[src/hw/rtl/i2cm_pkg.sv]
// Shared types and codes for the I2C bus monitor decoder.
package i2cm_pkg;

    // Decode phase codes.
    localparam logic [2:0] PH_IDLE    = 3'd0;
    localparam logic [2:0] PH_START   = 3'd1;
    localparam logic [2:0] PH_RESTART = 3'd2;
    localparam logic [2:0] PH_DATA    = 3'd3;
    localparam logic [2:0] PH_ACK     = 3'd4;

    // Symbol kind codes.
    localparam logic [2:0] KIND_START   = 3'd0;
    localparam logic [2:0] KIND_RESTART = 3'd1;
    localparam logic [2:0] KIND_STOP    = 3'd2;
    localparam logic [2:0] KIND_ADDR    = 3'd3;
    localparam logic [2:0] KIND_DATA    = 3'd4;
    localparam logic [2:0] KIND_ACK     = 3'd5;
    localparam logic [2:0] KIND_PKTEND  = 3'd6;

    // Bits in one byte on the bus, and the saturation point of the byte counter.
    localparam logic [3:0]  BYTE_BITS      = 4'd8;
    localparam logic [15:0] PKT_BYTES_MAX  = 16'hFFFF;

    // Decoder state that does not depend on the time width.
    typedef struct packed {
        logic        prev_sda;
        logic        prev_scl;
        logic [2:0]  phase;
        logic [7:0]  shift_byte;
        logic [3:0]  bits_seen;
        logic        after_start;
        logic        pkt_open;
        logic [15:0] pkt_bytes;
    } dec_state_t;

    // Non-time fields of one decoded word.
    typedef struct packed {
        logic        valid;
        logic [2:0]  kind;
        logic [7:0]  value;
        logic        closed;
        logic [15:0] byte_count;
    } dec_result_t;

endpackage

[src/hw/rtl/i2c_bus_monitor_decoder.sv]
// Passive I2C bus monitor: decodes timestamped SDA/SCL samples into bus symbols.
//
// Each accepted sample word is held in an input register and decoded from there into at
// most one symbol word (start, restart, stop, address, data, ACK/NAK or packet end),
// which is held in an output register until taken. The block takes one sample per clock
// cycle; the single decode stage between the two registers sets that rate, and a sample
// waits only while its symbol finds the output register still full. Times are kept to
// TIME_BITS bits and durations wrap modulo 2^TIME_BITS.
module i2c_bus_monitor_decoder #(
    parameter int TIME_BITS = 48
) (
    input  logic        clk,
    input  logic        rst_n,
    input  logic        in_valid,
    output logic        in_ready,
    input  logic        sda_level,
    input  logic        scl_level,
    input  logic [47:0] sample_time,
    output logic        out_valid,
    input  logic        out_ready,
    output logic [2:0]  symbol_kind,
    output logic [7:0]  symbol_value,
    output logic [47:0] symbol_begin,
    output logic [47:0] symbol_length,
    output logic        packet_closed,
    output logic [15:0] packet_byte_count,
    output logic [47:0] packet_begin,
    output logic [47:0] packet_length
);

    // Decoder state after reset: both lines high, idle, no packet open.
    localparam i2cm_pkg::dec_state_t STATE_RESET = '{
        prev_sda:    1'b1,
        prev_scl:    1'b1,
        phase:       i2cm_pkg::PH_IDLE,
        shift_byte:  8'd0,
        bits_seen:   4'd0,
        after_start: 1'b0,
        pkt_open:    1'b0,
        pkt_bytes:   16'd0
    };

    // Input register.
    logic                  in_valid_reg;
    logic                  in_sda_reg;
    logic                  in_scl_reg;
    logic [TIME_BITS-1:0]  in_time_reg;

    // Decoder state.
    i2cm_pkg::dec_state_t  state_reg;
    i2cm_pkg::dec_state_t  state_next;
    logic [TIME_BITS-1:0]  sym_begin_reg;
    logic [TIME_BITS-1:0]  sym_begin_next;
    logic [TIME_BITS-1:0]  pkt_begin_reg;
    logic [TIME_BITS-1:0]  pkt_begin_next;

    // Decode results.
    i2cm_pkg::dec_result_t result;
    logic [TIME_BITS-1:0]  res_sym_begin;
    logic [TIME_BITS-1:0]  res_sym_length;
    logic [TIME_BITS-1:0]  res_pkt_begin;
    logic [TIME_BITS-1:0]  res_pkt_length;

    // Output register.
    logic                  out_valid_reg;
    logic [2:0]            kind_reg;
    logic [7:0]            value_reg;
    logic [47:0]           sym_begin_out_reg;
    logic [47:0]           sym_length_out_reg;
    logic                  closed_reg;
    logic [15:0]           byte_count_reg;
    logic [47:0]           pkt_begin_out_reg;
    logic [47:0]           pkt_length_out_reg;

    logic                  advance;

    i2cm_step #(
        .TIME_BITS (TIME_BITS)
    ) u_step (
        .state          (state_reg),
        .sym_begin      (sym_begin_reg),
        .pkt_begin      (pkt_begin_reg),
        .sda            (in_sda_reg),
        .scl            (in_scl_reg),
        .now            (in_time_reg),
        .state_next     (state_next),
        .sym_begin_next (sym_begin_next),
        .pkt_begin_next (pkt_begin_next),
        .result         (result),
        .res_sym_begin  (res_sym_begin),
        .res_sym_length (res_sym_length),
        .res_pkt_begin  (res_pkt_begin),
        .res_pkt_length (res_pkt_length)
    );

    // The held sample is decoded once its word, if any, has room in the output register.
    assign advance  = in_valid_reg && (!result.valid || !out_valid_reg || out_ready);
    assign in_ready = !in_valid_reg || advance;

    // Input register.
    always_ff @(posedge clk or negedge rst_n)
    begin
        if (!rst_n)
        begin
            in_valid_reg <= 1'b0;
        end
        else if (in_ready)
        begin
            in_valid_reg <= in_valid;
        end
    end

    always_ff @(posedge clk)
    begin
        if (in_valid && in_ready)
        begin
            in_sda_reg  <= sda_level;
            in_scl_reg  <= scl_level;
            in_time_reg <= TIME_BITS'(sample_time);
        end
    end

    // Decoder state update.
    always_ff @(posedge clk or negedge rst_n)
    begin
        if (!rst_n)
        begin
            state_reg     <= STATE_RESET;
            sym_begin_reg <= '0;
            pkt_begin_reg <= '0;
        end
        else if (advance)
        begin
            state_reg     <= state_next;
            sym_begin_reg <= sym_begin_next;
            pkt_begin_reg <= pkt_begin_next;
        end
    end

    // Output register control.
    always_ff @(posedge clk or negedge rst_n)
    begin
        if (!rst_n)
        begin
            out_valid_reg <= 1'b0;
        end
        else if (advance && result.valid)
        begin
            out_valid_reg <= 1'b1;
        end
        else if (out_ready)
        begin
            out_valid_reg <= 1'b0;
        end
    end

    // Output register payload.
    always_ff @(posedge clk)
    begin
        if (advance && result.valid)
        begin
            kind_reg           <= result.kind;
            value_reg          <= result.value;
            sym_begin_out_reg  <= 48'(res_sym_begin);
            sym_length_out_reg <= 48'(res_sym_length);
            closed_reg         <= result.closed;
            byte_count_reg     <= result.byte_count;
            pkt_begin_out_reg  <= 48'(res_pkt_begin);
            pkt_length_out_reg <= 48'(res_pkt_length);
        end
    end

    assign out_valid         = out_valid_reg;
    assign symbol_kind       = kind_reg;
    assign symbol_value      = value_reg;
    assign symbol_begin      = sym_begin_out_reg;
    assign symbol_length     = sym_length_out_reg;
    assign packet_closed     = closed_reg;
    assign packet_byte_count = byte_count_reg;
    assign packet_begin      = pkt_begin_out_reg;
    assign packet_length     = pkt_length_out_reg;

    // Only a stop or a packet end closes a packet.
    a_close_kind: assert property (@(posedge clk) disable iff (!rst_n)
        out_valid_reg && closed_reg |->
            (kind_reg == i2cm_pkg::KIND_STOP) || (kind_reg == i2cm_pkg::KIND_PKTEND))
        else $error("packet closed by a symbol that is neither stop nor packet end");

    // A packet end word always has zero symbol length.
    a_pktend_len: assert property (@(posedge clk) disable iff (!rst_n)
        out_valid_reg && (kind_reg == i2cm_pkg::KIND_PKTEND) |->
            (sym_length_out_reg == 48'd0) && closed_reg)
        else $error("packet end word with non-zero length or not closing");

    // The bit counter never passes a full byte.
    a_bits_range: assert property (@(posedge clk) disable iff (!rst_n)
        state_reg.bits_seen <= i2cm_pkg::BYTE_BITS)
        else $error("bit counter beyond one byte");

    // A stop always leaves the decoder idle with no packet open.
    a_stop_idle: assert property (@(posedge clk) disable iff (!rst_n)
        advance && result.valid && (result.kind == i2cm_pkg::KIND_STOP) |=>
            (state_reg.phase == i2cm_pkg::PH_IDLE) && !state_reg.pkt_open)
        else $error("decoder not idle after stop");

endmodule

[src/hw/rtl/i2cm_step.sv]
// Combinational decode of one SDA/SCL sample against the current decoder state.
module i2cm_step #(
    parameter int TIME_BITS = 48
) (
    input  i2cm_pkg::dec_state_t  state,
    input  logic [TIME_BITS-1:0]  sym_begin,
    input  logic [TIME_BITS-1:0]  pkt_begin,
    input  logic                  sda,
    input  logic                  scl,
    input  logic [TIME_BITS-1:0]  now,
    output i2cm_pkg::dec_state_t  state_next,
    output logic [TIME_BITS-1:0]  sym_begin_next,
    output logic [TIME_BITS-1:0]  pkt_begin_next,
    output i2cm_pkg::dec_result_t result,
    output logic [TIME_BITS-1:0]  res_sym_begin,
    output logic [TIME_BITS-1:0]  res_sym_length,
    output logic [TIME_BITS-1:0]  res_pkt_begin,
    output logic [TIME_BITS-1:0]  res_pkt_length
);

    logic                 start_cond;
    logic                 stop_cond;
    logic                 scl_rise;
    logic                 in_start_sym;
    logic [3:0]           bits_inc;
    logic [7:0]           shift_inc;
    logic [TIME_BITS-1:0] sym_len_now;
    logic [TIME_BITS-1:0] pkt_len_now;

    // Line events and the running durations.
    assign start_cond   = !sda && state.prev_sda && scl;
    assign stop_cond    = sda && !state.prev_sda && scl;
    assign scl_rise     = scl && !state.prev_scl;
    assign in_start_sym = (state.phase == i2cm_pkg::PH_START)
                       || (state.phase == i2cm_pkg::PH_RESTART);
    assign bits_inc     = state.bits_seen + 4'd1;
    assign shift_inc    = {state.shift_byte[6:0], sda};
    assign sym_len_now  = now - sym_begin;
    assign pkt_len_now  = now - pkt_begin;

    // Event decode in priority order: start, end of start symbol, stop, clock edge.
    always_comb
    begin
        state_next          = state;
        state_next.prev_sda = sda;
        state_next.prev_scl = scl;
        sym_begin_next      = sym_begin;
        pkt_begin_next      = pkt_begin;
        result              = '0;
        res_sym_begin       = sym_begin;
        res_sym_length      = sym_len_now;
        res_pkt_begin       = '0;
        res_pkt_length      = '0;

        priority if (start_cond)
        begin
            if (state.phase == i2cm_pkg::PH_DATA)
            begin
                // Restart in the data phase: the open packet ends here.
                state_next.phase = i2cm_pkg::PH_RESTART;
                if (state.pkt_open)
                begin
                    result.valid      = 1'b1;
                    result.kind       = i2cm_pkg::KIND_PKTEND;
                    result.closed     = 1'b1;
                    result.byte_count = state.pkt_bytes;
                    res_sym_begin     = now;
                    res_sym_length    = '0;
                    res_pkt_begin     = pkt_begin;
                    res_pkt_length    = pkt_len_now;
                end
            end
            else
            begin
                sym_begin_next   = now;
                state_next.phase = i2cm_pkg::PH_START;
            end
            state_next.pkt_open  = 1'b1;
            state_next.pkt_bytes = '0;
            pkt_begin_next       = now;
        end
        else if (in_start_sym && (sda || !scl))
        begin
            result.valid           = 1'b1;
            result.kind            = (state.phase == i2cm_pkg::PH_START)
                                   ? i2cm_pkg::KIND_START : i2cm_pkg::KIND_RESTART;
            state_next.after_start = 1'b1;
            state_next.phase       = i2cm_pkg::PH_DATA;
            sym_begin_next         = now;
            state_next.bits_seen   = '0;
            state_next.shift_byte  = '0;
        end
        else if (stop_cond)
        begin
            result.valid = 1'b1;
            result.kind  = i2cm_pkg::KIND_STOP;
            if (state.pkt_open)
            begin
                result.closed       = 1'b1;
                result.byte_count   = state.pkt_bytes;
                res_pkt_begin       = pkt_begin;
                res_pkt_length      = pkt_len_now;
                state_next.pkt_open = 1'b0;
            end
            state_next.after_start = 1'b0;
            sym_begin_next         = now;
            state_next.phase       = i2cm_pkg::PH_IDLE;
        end
        else if (scl_rise)
        begin
            if (state.phase == i2cm_pkg::PH_DATA)
            begin
                state_next.bits_seen  = bits_inc;
                state_next.shift_byte = shift_inc;
                if (bits_inc >= i2cm_pkg::BYTE_BITS)
                begin
                    // A full byte has been clocked in.
                    result.valid = 1'b1;
                    result.value = shift_inc;
                    if (state.after_start)
                    begin
                        result.kind = i2cm_pkg::KIND_ADDR;
                    end
                    else
                    begin
                        result.kind = i2cm_pkg::KIND_DATA;
                        if (state.pkt_open && (state.pkt_bytes != i2cm_pkg::PKT_BYTES_MAX))
                        begin
                            state_next.pkt_bytes = state.pkt_bytes + 16'd1;
                        end
                    end
                    state_next.after_start = 1'b0;
                    state_next.bits_seen   = '0;
                    state_next.shift_byte  = '0;
                    sym_begin_next         = now;
                    state_next.phase       = i2cm_pkg::PH_ACK;
                end
            end
            else if (state.phase == i2cm_pkg::PH_ACK)
            begin
                result.valid           = 1'b1;
                result.kind            = i2cm_pkg::KIND_ACK;
                result.value           = {7'd0, sda};
                state_next.after_start = 1'b0;
                sym_begin_next         = now;
                state_next.phase       = i2cm_pkg::PH_DATA;
            end
        end
    end

endmodule
[config.mk]
export PLATFORM = sky130hd
export DESIGN_NAME = i2c_bus_monitor_decoder
export DESIGN_NICKNAME = d
export VERILOG_FILES = /design/src/hw/rtl/i2cm_pkg.sv /design/src/hw/rtl/i2c_bus_monitor_decoder.sv /design/src/hw/rtl/i2cm_step.sv
export SDC_FILE = /design/constraint.sdc
export NUM_CORES = 1
export LEC_CHECK = 0
export BUFFER_PORTS_ARGS = -buffer_cell sky130_fd_sc_hd__buf_2
export CORE_ASPECT_RATIO = 0.9
export CORE_MARGIN = 4
export CORE_UTILIZATION = 58
export CTS_CLUSTER_DIAMETER = 100
export CTS_CLUSTER_SIZE = 28
export DETAILED_ROUTE_END_ITERATION = 12
export PLACE_DENSITY = 0.83
export SETUP_SLACK_MARGIN = 0.15
export SYNTH_ARGS = -nofsm -noshare
export SYNTH_HDL_FRONTEND = slang
export SYNTH_SLANG_ARGS = --single-unit
[constraint.sdc]
create_clock -name clk -period 15.18 [get_ports clk]
set_clock_uncertainty 0.05 [all_clocks]
set_input_delay 3.036 -clock clk [delete_from_list [all_inputs] [get_ports clk]]
set_output_delay 3.036 -clock clk [all_outputs]
set_load 0.02 [all_outputs]
==> results.cfg, run 1 <==
[outcome]
status = finished clean

[synthesis]
synth_ff_type = edfxtp_1
ys_ff_latch = 402
ys_async_sr_fraction = 0.328
netlist_area_sq_um = 20300
synth_edf_count = 270
yosysWarnings = 0
synth_cell_types = 79
ys_seq_area_frac = 0.562
synthTopCellsByCount = edfxtp_1 (270), nand2_1 (194), nor2_1 (187)
avgSynthCellArea_sq_um = 10.9
syn_nets = 2013
synth_top_area_frac = 0.400
yosys.area.top_type = edfxtp_1
synth_cells = 1861
synthTopCellsByArea = edfxtp_1 (40%), dfrtp_1 (16%), ha_1 (5.9%)
synthMostInstantiatedCell = edfxtp_1

[final_layout]
diodes = 0
area_growth_pct = 11.4
final_layout_size_suffix_gt1_frac = 0.183
fin_cells = 2571
fin_nets = 2249
fill_cells = 2635

[route]
viasPerCell = 5.79
drt_iter0_drc = 1356
vias = 14900
ant_nets = 0
detail_route.wl_per_cell_um = 19.5
routed_wl_um = 50100
post-route-drc-count = 0
dr.pass1.iters = 6

[floorplanning]
rows = 64
ioPinCount = 276
start_util = 0.592
die_w_um = 205
chipHeight_um = 185
die_area_sq_um = 38000
fp.coreArea_sq_um = 34300

[sta]
tightest_slew_ns = 1.25
setup_tns_ns = 0
hold_violations = 0
max_freq_ghz = 0.148
setup_violations = 0
rsz0062_at_grt = false
slew_violations = 0
fin_crit_ns = 6.75
max-slew-margin-rel = 0.170
fin_crit_sh = 0.445

[clock_network]
postCtsSetupRepairBufs = 0
cts_tree = yes
clk_path_buf_depth = 3
path_clk_slew_ns = 0.11
cts-root-buf = clkbuf_16
numCtsBuffers = 18
h-tree-depth = 1
cts_resized = 0
worstSkewPairLatency_ns = 0.56
clock_sinks = 402
hold_buffers = 0

[critical_path]
worstPathArrival_ns = 3.67
crit_path_start_kind = input port
critPathCapture = in_ready
worst_setup_path_end_kind = output port
worstSetupPathType = in2out
r2r_end = pkt_begin_reg[18]$_DFFE_PN0P_
reg2reg_depth = 9
r2r_slack_ns = 11.19
reg2reg_from = in_scl_reg$_DFFE_PP_
crit_required_ns = 12.09
path_max_fanout = 5
crit_path_start = out_ready

[global_route]
grt_max_degree = 213
grt_first_pass_wirelength_um = 78400
grtUsageMet2 = 0.417
grt_busiest_layer = met2
grt_pass1_vias = 14400
overflow = 0
grt_use_met1 = 0.376
grt_antenna_before_repair = 0
track_usage = 0.259
use_met3 = 0.0270

[placed_design]
gp_congestion = 0.926
io_buffers = 275
dp_hpwl_um = 36300
placed_cells = 2539

[power_and_ir_drop]
power_density_nw_per_um2 = 208
p_leak_uw = 0.00948
ir_drop_mv = 0.217

[min_path]
holdCritPathClass = reg2reg

[flow_run]
drv_cap = 0
## cell type report
type	count	area, sq um	area share
clock inverter	3	40.0	0.00177
sequential	402	11400	0.505
multi-input combinational	1270	8160	0.361
inverter	121	454	0.0201
timing repair buffer	284	1460	0.0647
clock buffer	29	492	0.0218
tap	462	578	0.0256
## kinds of logic after synthesis
| group | count (synthesis) | synth area share |
|---|---|---|
| compound gates | 442 | 0.138 |
| xor+xnor | 81 | 0.0350 |
| fa+ha+maj | 99 | 0.0617 |
| buf+inv | 189 | 0.0370 |
| flops | 402 | 0.562 |
| mux | 58 | 0.0319 |
| simple gates | 590 | 0.134 |
## through the flow
step	utilization	hold WS (ns)	power, uW	instance area (sq um)	setup slack (ns)
after global routing	0.659	0.465	5030	22600	8.34
final	0.659	0.457	4710	22600	8.43
after floorplan	-	0.401	3540	20300	1.77
after detailed placement	0.644	0.428	4130	22100	8.43
after CTS	0.659	0.458	4710	22600	8.42
after global placement	0.644	0.422	4060	22100	8.43
## worst min-delay path by stage
stage                                  start                            end  slack (ns)  depth (start not counted)
2_1_floorplan      state_reg[20]$_DFFE_PN0P_      state_reg[20]$_DFFE_PN0P_        0.40                          1
3_5_place_dp       state_reg[20]$_DFFE_PN0P_      state_reg[20]$_DFFE_PN0P_        0.43                          1
6_report       sym_begin_reg[42]$_DFFE_PN0P_  sym_begin_reg[42]$_DFFE_PN0P_        0.46                          1
4_1_cts        sym_begin_reg[44]$_DFFE_PN0P_  sym_begin_reg[44]$_DFFE_PN0P_        0.46                          1
5_1_grt        sym_begin_reg[43]$_DFFE_PN0P_  sym_begin_reg[43]$_DFFE_PN0P_        0.46                          1
3_3_place_gp       state_reg[20]$_DFFE_PN0P_      state_reg[20]$_DFFE_PN0P_        0.42                          1
## worst max-delay path: stages
cell,delay (ns)
buf_2,0.09
nand2b_1,0.19
nor2_1,0.11
nand2_1,0.08
buf_2,0.16
## cells in the final DEF, fill, tap and decap left out, types with 4 or more instances in the layout
cell type	n
and3_1	11
nand2_1	194
o21ai_1	9
o21ai_0	150
a22o_1	8
xor2_1	32
a211oi_1	9
nor3_1	34
clkbuf_1	11
a31oi_1	6
a21oi_1	103
mux2_1	8
nor2_1	186
edfxtp_1	270
and2_1	33
o21a_1	17
clkbuf_16	18
a21o_1	57
o21bai_1	10
a211o_1	6
o211ai_1	10
nand4_1	22
nand3_1	26
buf_4	8
mux2_2	45
nor3b_1	10
a21oi_2	5
dfrtp_1	130
a41oi_1	4
xnor2_1	49
inv_1	122
o22ai_1	4
a31o_2	4
buf_2	274
ha_1	96
or3_1	15
nand2b_1	21
nor2b_1	16
mux2i_1	5
## where the power goes
| group | internal (uW) | total (uW) | switching, uW |
|---|---|---|---|
| clock | 232 | 570 | 338 |
| combinational | 846 | 2340 | 1500 |
| sequential | 1640 | 1800 | 155 |
| total | 2720 | 4710 | 1990 |
## metal layers
layer  vias up  share of wire
met5         -              0
met4         0          0.035
met3        88          0.060
met2       523           0.47
met1      7193           0.44
li1       7082              -
Power figures use the tool's default switching activity.
==> run 2, diff against run 1 <==
CORE_UTILIZATION = 53   (was 58)
PLACE_DENSITY = 0.8   (was 0.83)
clock period = 5.6 ns   (was 15.18 ns; I/O delays follow)
==> results.cfg, run 2 (synthesis results as in run 1) <==
[outcome]
status = finished clean

[power_and_ir_drop]
combPwrFrac = 0.498
power.total_uw = 12900
p_seq_frac = 0.377
sw_frac_of_total = 0.425
internal-power_uw = 7420
p_leak_uw = 0.00949
power_switching_uw = 5480
power_density_nw_per_um2 = 569
ir_drop_mv = 0.283
pwr-share-clk = 0.124

[sta]
max_freq_ghz = 0.247
fin_crit_ns = 4.04
slew_violations = 0
fin_crit_sh = 0.722
setup_violations = 0
setup_tns_ns = 0
tightest_slew_ns = 1.03
whs_ns = 0.458
setup_slack_ns = 1.56
rsz0062_at_grt = false
max-slew-margin-rel = 0.312
hold_violations = 0

[final_layout]
area_growth_pct = 11.7
fin_nets = 2249
diodes = 0
final_cell_mix = buf_2 (274), edfxtp_1 (270), nand2_1 (194)
final_common_cell = buf_2
final_layout_size_suffix_gt1_frac = 0.183
fill_cells = 3099
post-route-util = 0.603

[critical_path]
crit_path_start_kind = register
worstSetupPathType = reg2reg
crit_required_ns = 5.98
worst_setup_path_end_kind = register
worstPathArrival_ns = 4.42
path_max_fanout = 49

[global_route]
grt_antenna_before_repair = 0
overflow = 0
track_usage = 0.241
grt_pass1_vias = 14700
grt_first_pass_wirelength_um = 81200
grt_max_degree = 110

[clock_network]
cts_tree = yes
clk_path_buf_depth = 3
h-tree-depth = 1
cts-root-buf = clkbuf_16
postCtsSetupRepairBufs = 0
worstSkewPairLatency_ns = 0.56
cts_resized = 0
clock_sinks = 402
path_clk_slew_ns = 0.11
numCtsBuffers = 18
hold_buffers = 0

[floorplanning]
rows = 67
die_area_sq_um = 41500
fp.coreArea_sq_um = 37600
ioPinCount = 276
start_util = 0.540
die_w_um = 214
chipHeight_um = 194

[placed_design]
gp_congestion = 0.913
dp_hpwl_um = 37700
io_buffers = 275
pre_cts_slack_ns = 1.61

[route]
dr.pass1.iters = 5
post-route-drc-count = 0
drt_iter0_drc = 1343
vias = 14900
routed_wl_um = 51500
detail_route.wl_per_cell_um = 19.9
ant_nets = 0
viasPerCell = 5.75

[flow_run]
drv_cap = 0

[min_path]
holdCritPathClass = reg2reg
[run 2: cell types whose count changed in the layout (fill, tap and decap cells not counted)]
| cell | delta |
|---|---|
| buf_12 | +1 |
| buf_4 | -1 |
| bufinv_16 | +1 |
| inv_1 | -1 |
| inv_12 | +1 |
| inv_16 | -1 |
[run 2: per-stage QoR]
step,std cells,instance area [sq um]
global route,2592,22700
CTS,2592,22700
detailed placement,2560,22100
floorplan,1861,20300
global placement,2560,22100
finish,2592,22700
[run 2: path summary, 6_finish.rpt]
path | start | end | slack, ns | cells after the start
max | state_reg[31]$_DFFE_PN0P_ | sym_begin_reg[14]$_DFFE_PN0P_ | 1.56 | 8
min reg2reg | state_reg[20]$_DFFE_PN0P_ | state_reg[20]$_DFFE_PN0P_ | 0.46 | 1
max reg2reg | state_reg[31]$_DFFE_PN0P_ | sym_begin_reg[14]$_DFFE_PN0P_ | 1.56 | 8
min | state_reg[20]$_DFFE_PN0P_ | state_reg[20]$_DFFE_PN0P_ | 0.46 | 1
max in group asynchronous | rst_n | sym_begin_reg[16]$_DFFE_PN0P_ | 3.73 | 2
min in group asynchronous | rst_n | state_reg[20]$_DFFE_PN0P_ | 0.60 | 1
[run 2: routing by layer]
layer / GRT usage / part of all wire
met5: 0 / 0
met4: 0.0591 / 0.027
met3: 0.0374 / 0.068
met2: 0.391 / 0.47
met1: 0.344 / 0.44
[run 2: cell type report]
class | instances | area [sq um] | share of cell area
inverter | 121 | 454 | 0.0200
clock inverter | 3 | 62.6 | 0.00276
multi-input combinational | 1270 | 8160 | 0.360
tap | 483 | 604 | 0.0267
clock buffer | 29 | 492 | 0.0217
sequential | 402 | 11400 | 0.504
timing repair buffer | 284 | 1480 | 0.0651
[run 2: worst max-delay path: stages, from the launching register on]
cell and delay, ns:
dfrtp_1 0.44, nand2_1 0.07, nor2_1 0.52, and3_4 0.51
a21oi_2 0.14, o21ai_1 0.84, o21bai_4 0.27, buf_4 0.57
mux2_2 0.42
[run 2: power groups by stage]
stage                     registers, uW  clock network, uW  logic [uW]
after global placement             4910                  0        6210
after floorplan                    5500                  0        3970
after detailed placement           4930                  0        6370
after CTS                          4870               1650        6400
after global routing               4960               1750        7060
final                              4870               1600        6430
